==> src/hw/rtl/stbs_pkg.sv <==
// Package for the sorted-table binary search block.
// Shared constants and controller/datapath interface structs; no dependencies.
package stbs_pkg;

    localparam int TABLE_DEPTH = 32;
    localparam int IDX_W       = $clog2(TABLE_DEPTH);
    localparam int LEN_W       = IDX_W + 1;
    localparam int BND_W       = LEN_W + 1;   // signed search bound, holds -1
    localparam int DATA_W      = 32;

    localparam logic FUNC_WRITE  = 1'b0;
    localparam logic FUNC_SEARCH = 1'b1;

    // controller to datapath
    typedef struct packed {
        logic write;      // store entry_value at entry_index
        logic load;       // latch key, init bounds
        logic probe;      // read table at midpoint
        logic update;     // narrow bounds after a miss compare
        logic emit_hit;   // result: found at midpoint
        logic emit_miss;  // result: not found
    } t_cmd;

    // datapath to controller
    typedef struct packed {
        logic crossed;    // left > right
        logic hit;        // probed entry equals key
    } t_status;

endpackage

==> src/hw/rtl/stbs_ctrl.sv <==
// Search sequencer for the sorted-table binary search block.
// Depends on stbs_pkg (t_cmd, t_status, FUNC_* codes).
module stbs_ctrl
    import stbs_pkg::*;
(
    input  logic    i_clk,
    input  logic    i_rst_n,
    input  logic    start,
    input  logic    i_func,
    input  t_status i_status,
    output t_cmd    o_cmd,
    output logic    busy
);

    localparam logic [1:0] ST_IDLE  = 2'd0;
    localparam logic [1:0] ST_PROBE = 2'd1;
    localparam logic [1:0] ST_CMP   = 2'd2;

    logic [1:0] r_state;
    logic [1:0] n_state;

    always_ff @(posedge i_clk) begin
        if (!i_rst_n) begin
            r_state <= ST_IDLE;
        end else begin
            r_state <= n_state;
        end
    end

    always_comb begin
        n_state = r_state;
        o_cmd   = '0;
        unique case (r_state)
            ST_IDLE: begin
                if (start) begin
                    if (i_func == FUNC_SEARCH) begin
                        o_cmd.load = 1'b1;
                        n_state    = ST_PROBE;
                    end else begin
                        o_cmd.write = 1'b1;
                    end
                end
            end
            ST_PROBE: begin
                if (i_status.crossed) begin
                    o_cmd.emit_miss = 1'b1;
                    n_state         = ST_IDLE;
                end else begin
                    o_cmd.probe = 1'b1;
                    n_state     = ST_CMP;
                end
            end
            ST_CMP: begin
                if (i_status.hit) begin
                    o_cmd.emit_hit = 1'b1;
                    n_state        = ST_IDLE;
                end else begin
                    o_cmd.update = 1'b1;
                    n_state      = ST_PROBE;
                end
            end
            default: begin
                n_state = ST_IDLE;
            end
        endcase
    end

    assign busy = (r_state != ST_IDLE);

endmodule

==> src/hw/rtl/stbs_dpath.sv <==
// Datapath for the sorted-table binary search block: table memory, length
// register, search bounds, compare and result registers. Depends on stbs_pkg.
module stbs_dpath
    import stbs_pkg::*;
(
    input  logic                     i_clk,
    input  logic                     i_rst_n,
    input  logic                     i_cfg_we,
    input  logic [LEN_W-1:0]         i_cfg_data,
    input  logic [IDX_W-1:0]         i_entry_index,
    input  logic signed [DATA_W-1:0] i_entry_value,
    input  logic signed [DATA_W-1:0] i_key,
    input  t_cmd                     i_cmd,
    output t_status                  o_status,
    output logic                     o_valid,
    output logic                     o_found,
    output logic [IDX_W-1:0]         o_position
);

    logic [DATA_W-1:0] r_mem [TABLE_DEPTH];

    logic [LEN_W-1:0]         r_len;
    logic signed [DATA_W-1:0] r_key;
    logic signed [DATA_W-1:0] r_rdata;
    logic signed [BND_W-1:0]  r_left;
    logic signed [BND_W-1:0]  r_right;
    logic [IDX_W-1:0]         r_mid;
    logic                     r_valid;
    logic                     r_found;
    logic [IDX_W-1:0]         r_position;

    logic [LEN_W-1:0] len_eff;
    logic [BND_W-1:0] bound_sum;
    logic [IDX_W-1:0] mid;

    // lengths above the depth search the whole table
    assign len_eff   = (r_len > LEN_W'(TABLE_DEPTH)) ? LEN_W'(TABLE_DEPTH) : r_len;
    // only used while bounds are nonnegative and uncrossed
    assign bound_sum = BND_W'(r_left) + BND_W'(r_right);
    assign mid       = bound_sum[IDX_W:1];

    assign o_status.crossed = (r_left > r_right);
    assign o_status.hit     = (r_rdata == r_key);

    always_ff @(posedge i_clk) begin
        if (i_cmd.write) begin
            r_mem[i_entry_index] <= i_entry_value;
        end
        if (i_cmd.probe) begin
            r_rdata <= $signed(r_mem[mid]);
        end
    end

    always_ff @(posedge i_clk) begin
        if (i_cmd.load) begin
            r_key   <= i_key;
            r_left  <= '0;
            r_right <= $signed(BND_W'(len_eff)) - $signed(BND_W'(1));
        end
        if (i_cmd.probe) begin
            r_mid <= mid;
        end
        if (i_cmd.update) begin
            if (r_rdata < r_key) begin
                r_left  <= $signed(BND_W'(r_mid)) + $signed(BND_W'(1));
            end else begin
                r_right <= $signed(BND_W'(r_mid)) - $signed(BND_W'(1));
            end
        end
        if (i_cmd.emit_hit) begin
            r_found    <= 1'b1;
            r_position <= r_mid;
        end else if (i_cmd.emit_miss) begin
            r_found    <= 1'b0;
            r_position <= '0;
        end
    end

    always_ff @(posedge i_clk) begin
        if (!i_rst_n) begin
            r_len   <= '0;
            r_valid <= 1'b0;
        end else begin
            if (i_cfg_we) begin
                r_len <= i_cfg_data;
            end
            r_valid <= i_cmd.emit_hit | i_cmd.emit_miss;
        end
    end

    assign o_valid    = r_valid;
    assign o_found    = r_found;
    assign o_position = r_position;

endmodule

==> src/hw/rtl/sorted_table_binary_search.sv <==
// Top level of the sorted-table binary search block.
// Instantiates stbs_ctrl and stbs_dpath; depends on stbs_pkg.
//
// Input words are taken at a rising edge with start high and busy low.
// i_func selects the operation: a write word stores i_entry_value at
// i_entry_index and gives no result; a search word looks up i_key over the
// first table_length entries (ascending values expected). table_length is
// written through i_cfg_we/i_cfg_data; the user must write it only while
// idle, which the block does not enforce; values above the table depth
// search the whole table. A write word completes in its accept cycle and
// busy stays low. A search repeats a probe (registered table read) and a
// compare with bound update; a miss ends in the probe state, which sees the
// crossed bounds. 32 entries need at most 6 probes, and busy drops in the
// cycle the result is shown.
// o_valid is high for exactly one cycle with o_found/o_position; a miss
// gives o_found = 0 and o_position = 0. The receiver cannot stall.
// i_rst_n (synchronous, active low) idles the sequencer and clears
// table_length; the table is not cleared and must be written before use.
module sorted_table_binary_search
    import stbs_pkg::*;
(
    input  logic                     i_clk,
    input  logic                     i_rst_n,
    input  logic                     start,
    output logic                     busy,
    input  logic                     i_func,
    input  logic [IDX_W-1:0]         i_entry_index,
    input  logic signed [DATA_W-1:0] i_entry_value,
    input  logic signed [DATA_W-1:0] i_key,
    input  logic                     i_cfg_we,
    input  logic [LEN_W-1:0]         i_cfg_data,
    output logic                     o_valid,
    output logic                     o_found,
    output logic [IDX_W-1:0]         o_position
);

    t_cmd    cmd;
    t_status status;

    // sequencer: one search at a time, writes done in idle
    stbs_ctrl u_ctrl (
        .i_clk    (i_clk),
        .i_rst_n  (i_rst_n),
        .start    (start),
        .i_func   (i_func),
        .i_status (status),
        .o_cmd    (cmd),
        .busy     (busy)
    );

    // table memory, bounds, compare and result word
    stbs_dpath u_dpath (
        .i_clk         (i_clk),
        .i_rst_n       (i_rst_n),
        .i_cfg_we      (i_cfg_we),
        .i_cfg_data    (i_cfg_data),
        .i_entry_index (i_entry_index),
        .i_entry_value (i_entry_value),
        .i_key         (i_key),
        .i_cmd         (cmd),
        .o_status      (status),
        .o_valid       (o_valid),
        .o_found       (o_found),
        .o_position    (o_position)
    );

endmodule
==> config.mk <==
export PLATFORM = sky130hd
export DESIGN_NAME = sorted_table_binary_search
export DESIGN_NICKNAME = d
export VERILOG_FILES = /design/src/hw/rtl/stbs_pkg.sv /design/src/hw/rtl/stbs_ctrl.sv /design/src/hw/rtl/stbs_dpath.sv /design/src/hw/rtl/sorted_table_binary_search.sv
export SDC_FILE = /design/constraint.sdc
export NUM_CORES = 1
export LEC_CHECK = 0
export BUFFER_PORTS_ARGS = -buffer_cell sky130_fd_sc_hd__buf_2
export CORE_MARGIN = 4
export CORE_UTILIZATION = 50
export CTS_BUF_LIST = sky130_fd_sc_hd__clkbuf_8 sky130_fd_sc_hd__clkbuf_16
export CTS_CLUSTER_SIZE = 14
export DETAILED_ROUTE_END_ITERATION = 10
export PLACE_DENSITY = 0.65
export SLEW_MARGIN = 30
export SYNTH_ARGS = -nofsm -noshare
export SYNTH_HDL_FRONTEND = slang
export SYNTH_SLANG_ARGS = --single-unit
==> constraint.sdc <==
create_clock -name i_clk -period 4.3 [get_ports i_clk]
set_clock_uncertainty 0.1 [all_clocks]
set_input_delay 0.86 -clock i_clk [delete_from_list [all_inputs] [get_ports i_clk]]
set_output_delay 0.86 -clock i_clk [all_outputs]
set_load 0.05 [all_outputs]
==> results of run 1 <==
## state kept, by name, summed over array words and instances, names as in the netlist
register / cells
u_dpath.r_right: 7
u_dpath.r_rdata: 32
u_dpath.r_len: 6
u_dpath.o_found: 1
u_ctrl.r_state: 2
u_dpath.r_mid: 5
u_dpath.r_key: 32
u_dpath.r_left: 7
u_dpath.r_mem: 1024
u_dpath.o_valid: 1
u_dpath.o_position: 5
## cell usage after synthesis (23+ instances only)
library cell	number
buf_2	23
ha_1	47
mux4_1	48
mux4_2	272
inv_1	53
nor2_1	47
nand2_1	23
dfxtp_1	24
a21oi_1	27
edfxtp_1	1098
mux2_2	26
buf_4	25
## worst max-delay path: stages, from the launching register on
cell and delay [ns]:
dfxtp_1 0.34, ha_1 0.23, fa_4 0.90, buf_12 0.43
mux4_2 0.58, mux4_2 0.51, mux2_2 0.29
## report_power, final
group	total (uW)	switching, uW	internal [uW]
Clock	9310	4080	5230
Combinational	6880	3130	3740
Sequential	12400	82.5	12300
## worst max-delay path by stage
stage / startpoint / to / slack, ns / depth (start not counted)
4_1_cts: u_dpath.r_right[0] / u_dpath.r_rdata[7] / 0.57 / 6
3_3_place_gp: u_dpath.r_right[0] / u_dpath.r_rdata[10] / 0.62 / 6
2_1_floorplan: i_entry_index[3] / u_dpath.r_mem[4][0] / 1.05 / 2
5_1_grt: u_dpath.r_right[0] / u_dpath.r_rdata[7] / 0.47 / 6
6_report: u_dpath.r_right[0] / u_dpath.r_rdata[9] / 0.61 / 6
3_5_place_dp: u_dpath.r_right[0] / u_dpath.r_rdata[7] / 0.60 / 6
## layer usage
layer  GRT usage, %  vias up  part of all wire, %
met5              0        -                    0
met4           6.27        0                  2.3
met3           4.58      136                  8.2
met2           34.9      881                   48
met1           31.9    10900                   42
li1               -     8377                    -
## stage by stage
step	instance area, um2	instances	total power [uW]	hold slack [ns]	utilization, %
floorplan	43900	1872	18000	0.342	-
global placement	46500	3109	19500	0.363	53.4
detailed placement	46500	3109	19600	0.363	53.4
CTS	50100	3318	28800	0.202	57.5
global route	50100	3319	29700	0.220	57.5
finish	50100	3321	28600	0.238	57.6
## final cells by class
| class | count | area share (%) |
|---|---|---|
| multi-input cells | 617 | 19.9 |
| well taps | 1155 | 2.89 |
| clock inverters | 95 | 1.40 |
| inverters | 53 | 0.397 |
| clock buffers | 114 | 5.67 |
| flip-flops and latches | 1122 | 66.8 |
| repair buffers | 163 | 2.92 |
| diodes | 2 | 0.00999 |
## kinds of logic (layout without fill, tap and decap cells)
family,count (synthesis),after routing,share of synthesized area [%]
flops,1122,1122,76.1
mux,373,373,18.2
buf+inv,133,425,1.80
simple gates,131,131,1.46
compound gates,53,53,0.789
fa+ha+maj,48,48,1.38
xor+xnor,12,12,0.256
other cells,0,2,0
==> flow_metrics.tcl, run 1 <==
set metrics [dict create \
    post_drt_wl_per_cell_um 30.8 \
    irDropWorstVdd_mv 0.811 \
    postCtsSetupBuffers 0 \
    period_share_pct 85.9 \
    drv_slew 0 \
    power_density_nw_per_um2 570 \
    ys.flop_type "edfxtp_1" \
    route.detailed.drc 0 \
    syn-num-nets 2000 \
    power.leakage_uw 0.0163 \
    mostFrequentLayoutCells "edfxtp_1, mux4_2, clkbuf_16, buf_2, inv_1" \
    antenna_found_initial 2 \
    crit-reg2reg-launch "u_dpath.r_right[0]" \
    hold_viol 0 \
    final_common_cell "edfxtp_1" \
    ff2ff_setup_slack_ns 0.61 \
    syn_area_um2 43900 \
    io_pins 88 \
    pre_cts_ws_ns 0.604 \
    cap_violations 0 \
    drive_gt1_share_pct 31.1 \
    clk_latency_ns 0.69 \
    drt-initial-drc-count 2171 \
    synth_cells 1872 \
    seq_area_um2 33500 \
    grt_max_degree 93 \
    synthArstFlopShare_pct 0 \
    ys_types 54 \
    grt_pass1_wl_um 147000 \
    max-slew-margin-rel_pct 32.2 \
    core_area_um2 87000 \
    ys_seq_elements 1122 \
    n_fill_cell 6227 \
    rr_worst_depth 6 \
    clockBufferDepth 3 \
    arrival_ns 4.03 \
    min_path_type "input pin to flip-flop" \
    syn_area_per_cell_um2 23.5 \
    firstDrtPassIters 5 \
    setup_viol 0 \
    rows 108 \
    grt_pass1_vias 20600 \
    rsz0062_at_grt "false" \
    post-dp-hpwl_um 52800 \
    multi_input_area_um2 9970 \
    critPathCaptureType "flip-flop" \
    die-area_um2 92700 \
    holdPathStages 1 \
    critPathLaunchType "flip-flop" \
    start_util_pct 50.5 \
    cp_max_fo 61 \
    tightest_slew_ns 1.01 \
    syn2layout_area_growth_pct 14.0 \
    gp_congestion 0.786 \
    period_needed_ns 3.69 \
    cts_resized 0 \
    timing_worst_setup_path_type "flip-flop to flip-flop" \
    synth_edf_count 1098 \
    gr-usage-all-layers_pct 22.1 \
    yosysSeqAreaShare_pct 76.1 \
    detail-route-antenna-nets 0 \
    max_freq_ghz 0.271 \
    setup_ws_ns 0.606 \
    clk_pin_slew_ns 0.06 \
    clock_sinks 1122 \
    die_x_um 304 \
    clockRootBuffer "clkbuf_16" \
    finalSetupTns_ns 0 \
    die_height_um 304 \
    drt-total-wl_um 102000 \
    synth_top_area_share_pct 75.0 \
    synth_area_leaders "edfxtp_1, mux4_2, mux4_1" \
    io_buffers 87 \
    critPathRequiredTime_ns 4.64 \
    whs_endpoint "u_dpath.r_key[13]" \
    ctsHoldBuffers 0 \
    fin_nets 2197 \
    reg2reg_to "u_dpath.r_rdata[9]" \
    status "completed" \
    min_from "i_key[13]" \
    synth_top_cell_by_area "edfxtp_1" \
    cts_inserted_buffers 112 \
    via_per_inst 6.10 \
    yosysWarnings 0 \
    cts_tree "yes" \
    vias 20300 \
    overflow 0 \
    htree_levels 3 \
]
(Power assumes the default switching activity.)
==> run 2, diff against run 1 <==
--- a/config.mk
+++ b/config.mk
@@ -5,10 +5,12 @@
 export SDC_FILE = /design/constraint.sdc
 export NUM_CORES = 1
 export LEC_CHECK = 0
+export ABC_AREA = 1
 export BUFFER_PORTS_ARGS = -buffer_cell sky130_fd_sc_hd__buf_2
 export CORE_MARGIN = 4
 export CORE_UTILIZATION = 50
 export CTS_BUF_LIST = sky130_fd_sc_hd__clkbuf_8 sky130_fd_sc_hd__clkbuf_16
+export CTS_CLUSTER_DIAMETER = 200
 export CTS_CLUSTER_SIZE = 14
 export DETAILED_ROUTE_END_ITERATION = 10
 export PLACE_DENSITY = 0.65
@@ -16,3 +18,4 @@
 export SYNTH_ARGS = -nofsm -noshare
 export SYNTH_HDL_FRONTEND = slang
 export SYNTH_SLANG_ARGS = --single-unit
+export TNS_END_PERCENT = 100
==> run 2 against run 1 <==
Against the previous run: flip-flop and latch count unchanged; critical path depth up 5; synthesized cell count up 100%; setup slack better by 0.16 ns; clock power down 21%; register-to-register slack better by 0.16 ns; non-clock buffer count up 14; cell count up 54%; hold slack better by 0.039 ns; die area up 5.6%; design area up 2.5%; critical endpoint is now u_dpath.r_rdata[20]; largest power group unchanged.
==> flow_metrics.tcl, run 2 <==
set metrics [dict create \
    cap_violations 0 \
    hold_viol 0 \
    start_util_pct 50.6 \
    min_path_type "input pin to flip-flop" \
    drt-initial-drc-count 3430 \
    power_uw 29800 \
    firstDrtPassIters 5 \
    die-area_um2 97900 \
    rsz0062_at_grt "false" \
    io_pins 88 \
    core_area_um2 91900 \
    io_buffers 87 \
    antenna_found_initial 19 \
    setup_viol 0 \
    ys_types 45 \
    cts_resized 0 \
    critPathLaunchType "flip-flop" \
    synth_top_cell_by_area "edfxtp_1" \
    period_needed_ns 3.53 \
    gp_congestion 0.803 \
    tightest_slew_ns 0.967 \
    period_share_pct 82.1 \
    critPathSlowestCell "fa_4" \
    crit_path_max_incr_delay_ns 0.80 \
    yosysWarnings 0 \
    vias 29400 \
    path_common_cell "a21oi_1" \
    crit_family "adder cells" \
    cts_inserted_buffers 90 \
    syn_area_um2 46500 \
    cp_num_buf_inv 2 \
    gr-usage-all-layers_pct 24.8 \
    rows 111 \
    yosysSeqAreaShare_pct 72.0 \
    cts_tree "yes" \
    clockRootBuffer "clkbuf_16" \
    drive_gt1_share_pct 10.8 \
    final_common_cell "edfxtp_1" \
    clk_latency_ns 0.65 \
    synth_area_leaders "edfxtp_1, nand2_1, o211ai_1" \
    cp_max_fo 155 \
    synthTopCellsByCount "edfxtp_1, nand2_1, nor2_1" \
    max_freq_ghz 0.283 \
    clock_sinks 1122 \
    timing_worst_setup_path_type "flip-flop to flip-flop" \
    die_height_um 313 \
    finalSetupTns_ns 0 \
    multi_input_area_um2 11900 \
    synth_cells 3792 \
    clockBufferDepth 3 \
    ys_seq_elements 1122 \
    arrival_ns 3.88 \
    post_drt_wl_per_cell_um 24.1 \
    synthArstFlopShare_pct 0 \
    largestRegisters "u_dpath.r_mem x1024, u_dpath.r_key x32, u_dpath.r_rdata x32" \
    n_fill_cell 7512 \
    drv_slew 0 \
    seq_area_um2 33500 \
    overflow 0 \
    postCtsSetupBuffers 0 \
    synth.most_common_cell "edfxtp_1" \
    htree_levels 3 \
    detail-route-antenna-nets 0 \
    synth_top_area_share_pct 70.9 \
    power.leakage_uw 0.0180 \
    max_flop_register "u_dpath.r_mem" \
    die_x_um 313 \
    route.detailed.drc 0 \
    grt_max_degree 156 \
    power_density_nw_per_um2 581 \
    grt_pass1_vias 27600 \
    synth_edf_count 1098 \
    status "completed" \
    ctsHoldBuffers 0 \
    ys.flop_type "edfxtp_1" \
    fin_nets 3967 \
    syn-num-nets 3920 \
    critical_path.cell_chain "ha_1 > fa_4 > inv_16 > buf_12 > nand2_1 > a21oi_1 > a21oi_1 > or2_0 > nand3_1 > o211ai_1 > o21ai_1" \
    critPathCaptureType "flip-flop" \
    grt_pass1_wl_um 179000 \
    max-slew-margin-rel_pct 35.4 \
    largest_register_ffs 1024 \
    post-dp-hpwl_um 61800 \
    mostFrequentLayoutCells "edfxtp_1, nand2_1, nor2_1, a21oi_1, o211ai_1" \
    syn2layout_area_growth_pct 10.4 \
    clk_pin_slew_ns 0.07 \
    via_per_inst 5.76 \
    critPathRequiredTime_ns 4.65 \
    drt-total-wl_um 123000 \
    syn_area_per_cell_um2 12.3 \
    irDropWorstVdd_mv 0.825 \
]
## run 2: changes by cell type in the layout (fill, tap and decap cells not counted), sizes merged, moves of 46 or more
cell    previous run  this run
a21oi             28       220
nand3             13        59
mux4             320         0
o31ai              0       128
nor2              47       325
or2                0       161
clkinv            56         2
nand2             23      1100
o21ai              6        91
o211ai             3       192
## run 2: metal layers
metal	vias up	GRT usage, %	part of all wire (%)
li1	13500	-	-
met1	14600	36.0	43
met2	1233	39.8	47
met3	181	3.68	8.5
met4	0	6.01	2.1
met5	-	0	0
## run 2: logic make-up (layout without fill, tap and decap cells)
| group | count (synthesis) | after routing | synth area share, % |
|---|---|---|---|
| AO/OA/AOI/OAI | 639 | 639 | 8.76 |
| XOR/XNOR | 8 | 8 | 0.167 |
| adder cells (fa/ha/maj) | 48 | 48 | 1.31 |
| buffers and inverters | 315 | 383 | 3.13 |
| flip-flops | 1122 | 1122 | 72.0 |
| other | 0 | 5 | 0 |
| AND/OR/NAND/NOR | 1660 | 1660 | 14.7 |
## run 2: layout make-up
type	count	area share [%]
timing repair buffer	177	3.26
inverter	93	0.717
multi-input combinational	2355	23.1
antenna	5	0.0244
sequential	1122	65.2
clock inverter	22	0.215
clock buffer	91	4.44
tap	1243	3.03
## run 2: power by group
group          internal [uW]  switching, uW  total (uW)
sequential             12300            152       12500
combinational           3170           6880       10000
clock                   3760           3580        7340
## run 2: final timing paths
path | endpoint | cells after the start | slack (ns) | start
worst min-delay path | u_dpath.r_key[20] | 1 | 0.28 | i_key[20]
worst max register to register | u_dpath.r_rdata[20] | 11 | 0.77 | u_dpath.r_right[0]
worst max-delay path | u_dpath.r_rdata[20] | 11 | 0.77 | u_dpath.r_right[0]
worst min register to register | u_dpath.o_found | 2 | 0.36 | u_dpath.o_found
## run 2: stage by stage
step | setup slack, ns | cells | util, % | hold WS [ns] | cell area, um2
after floorplan | 0.648 | 3792 | - | 0.344 | 46500
after global placement | 0.876 | 4990 | 53.2 | 0.351 | 48900
after detailed placement | 0.816 | 4990 | 53.2 | 0.352 | 48900
after CTS | 0.781 | 5103 | 55.8 | 0.233 | 51300
after global routing | 0.628 | 5105 | 55.8 | 0.254 | 51300
final | 0.768 | 5108 | 55.8 | 0.277 | 51300
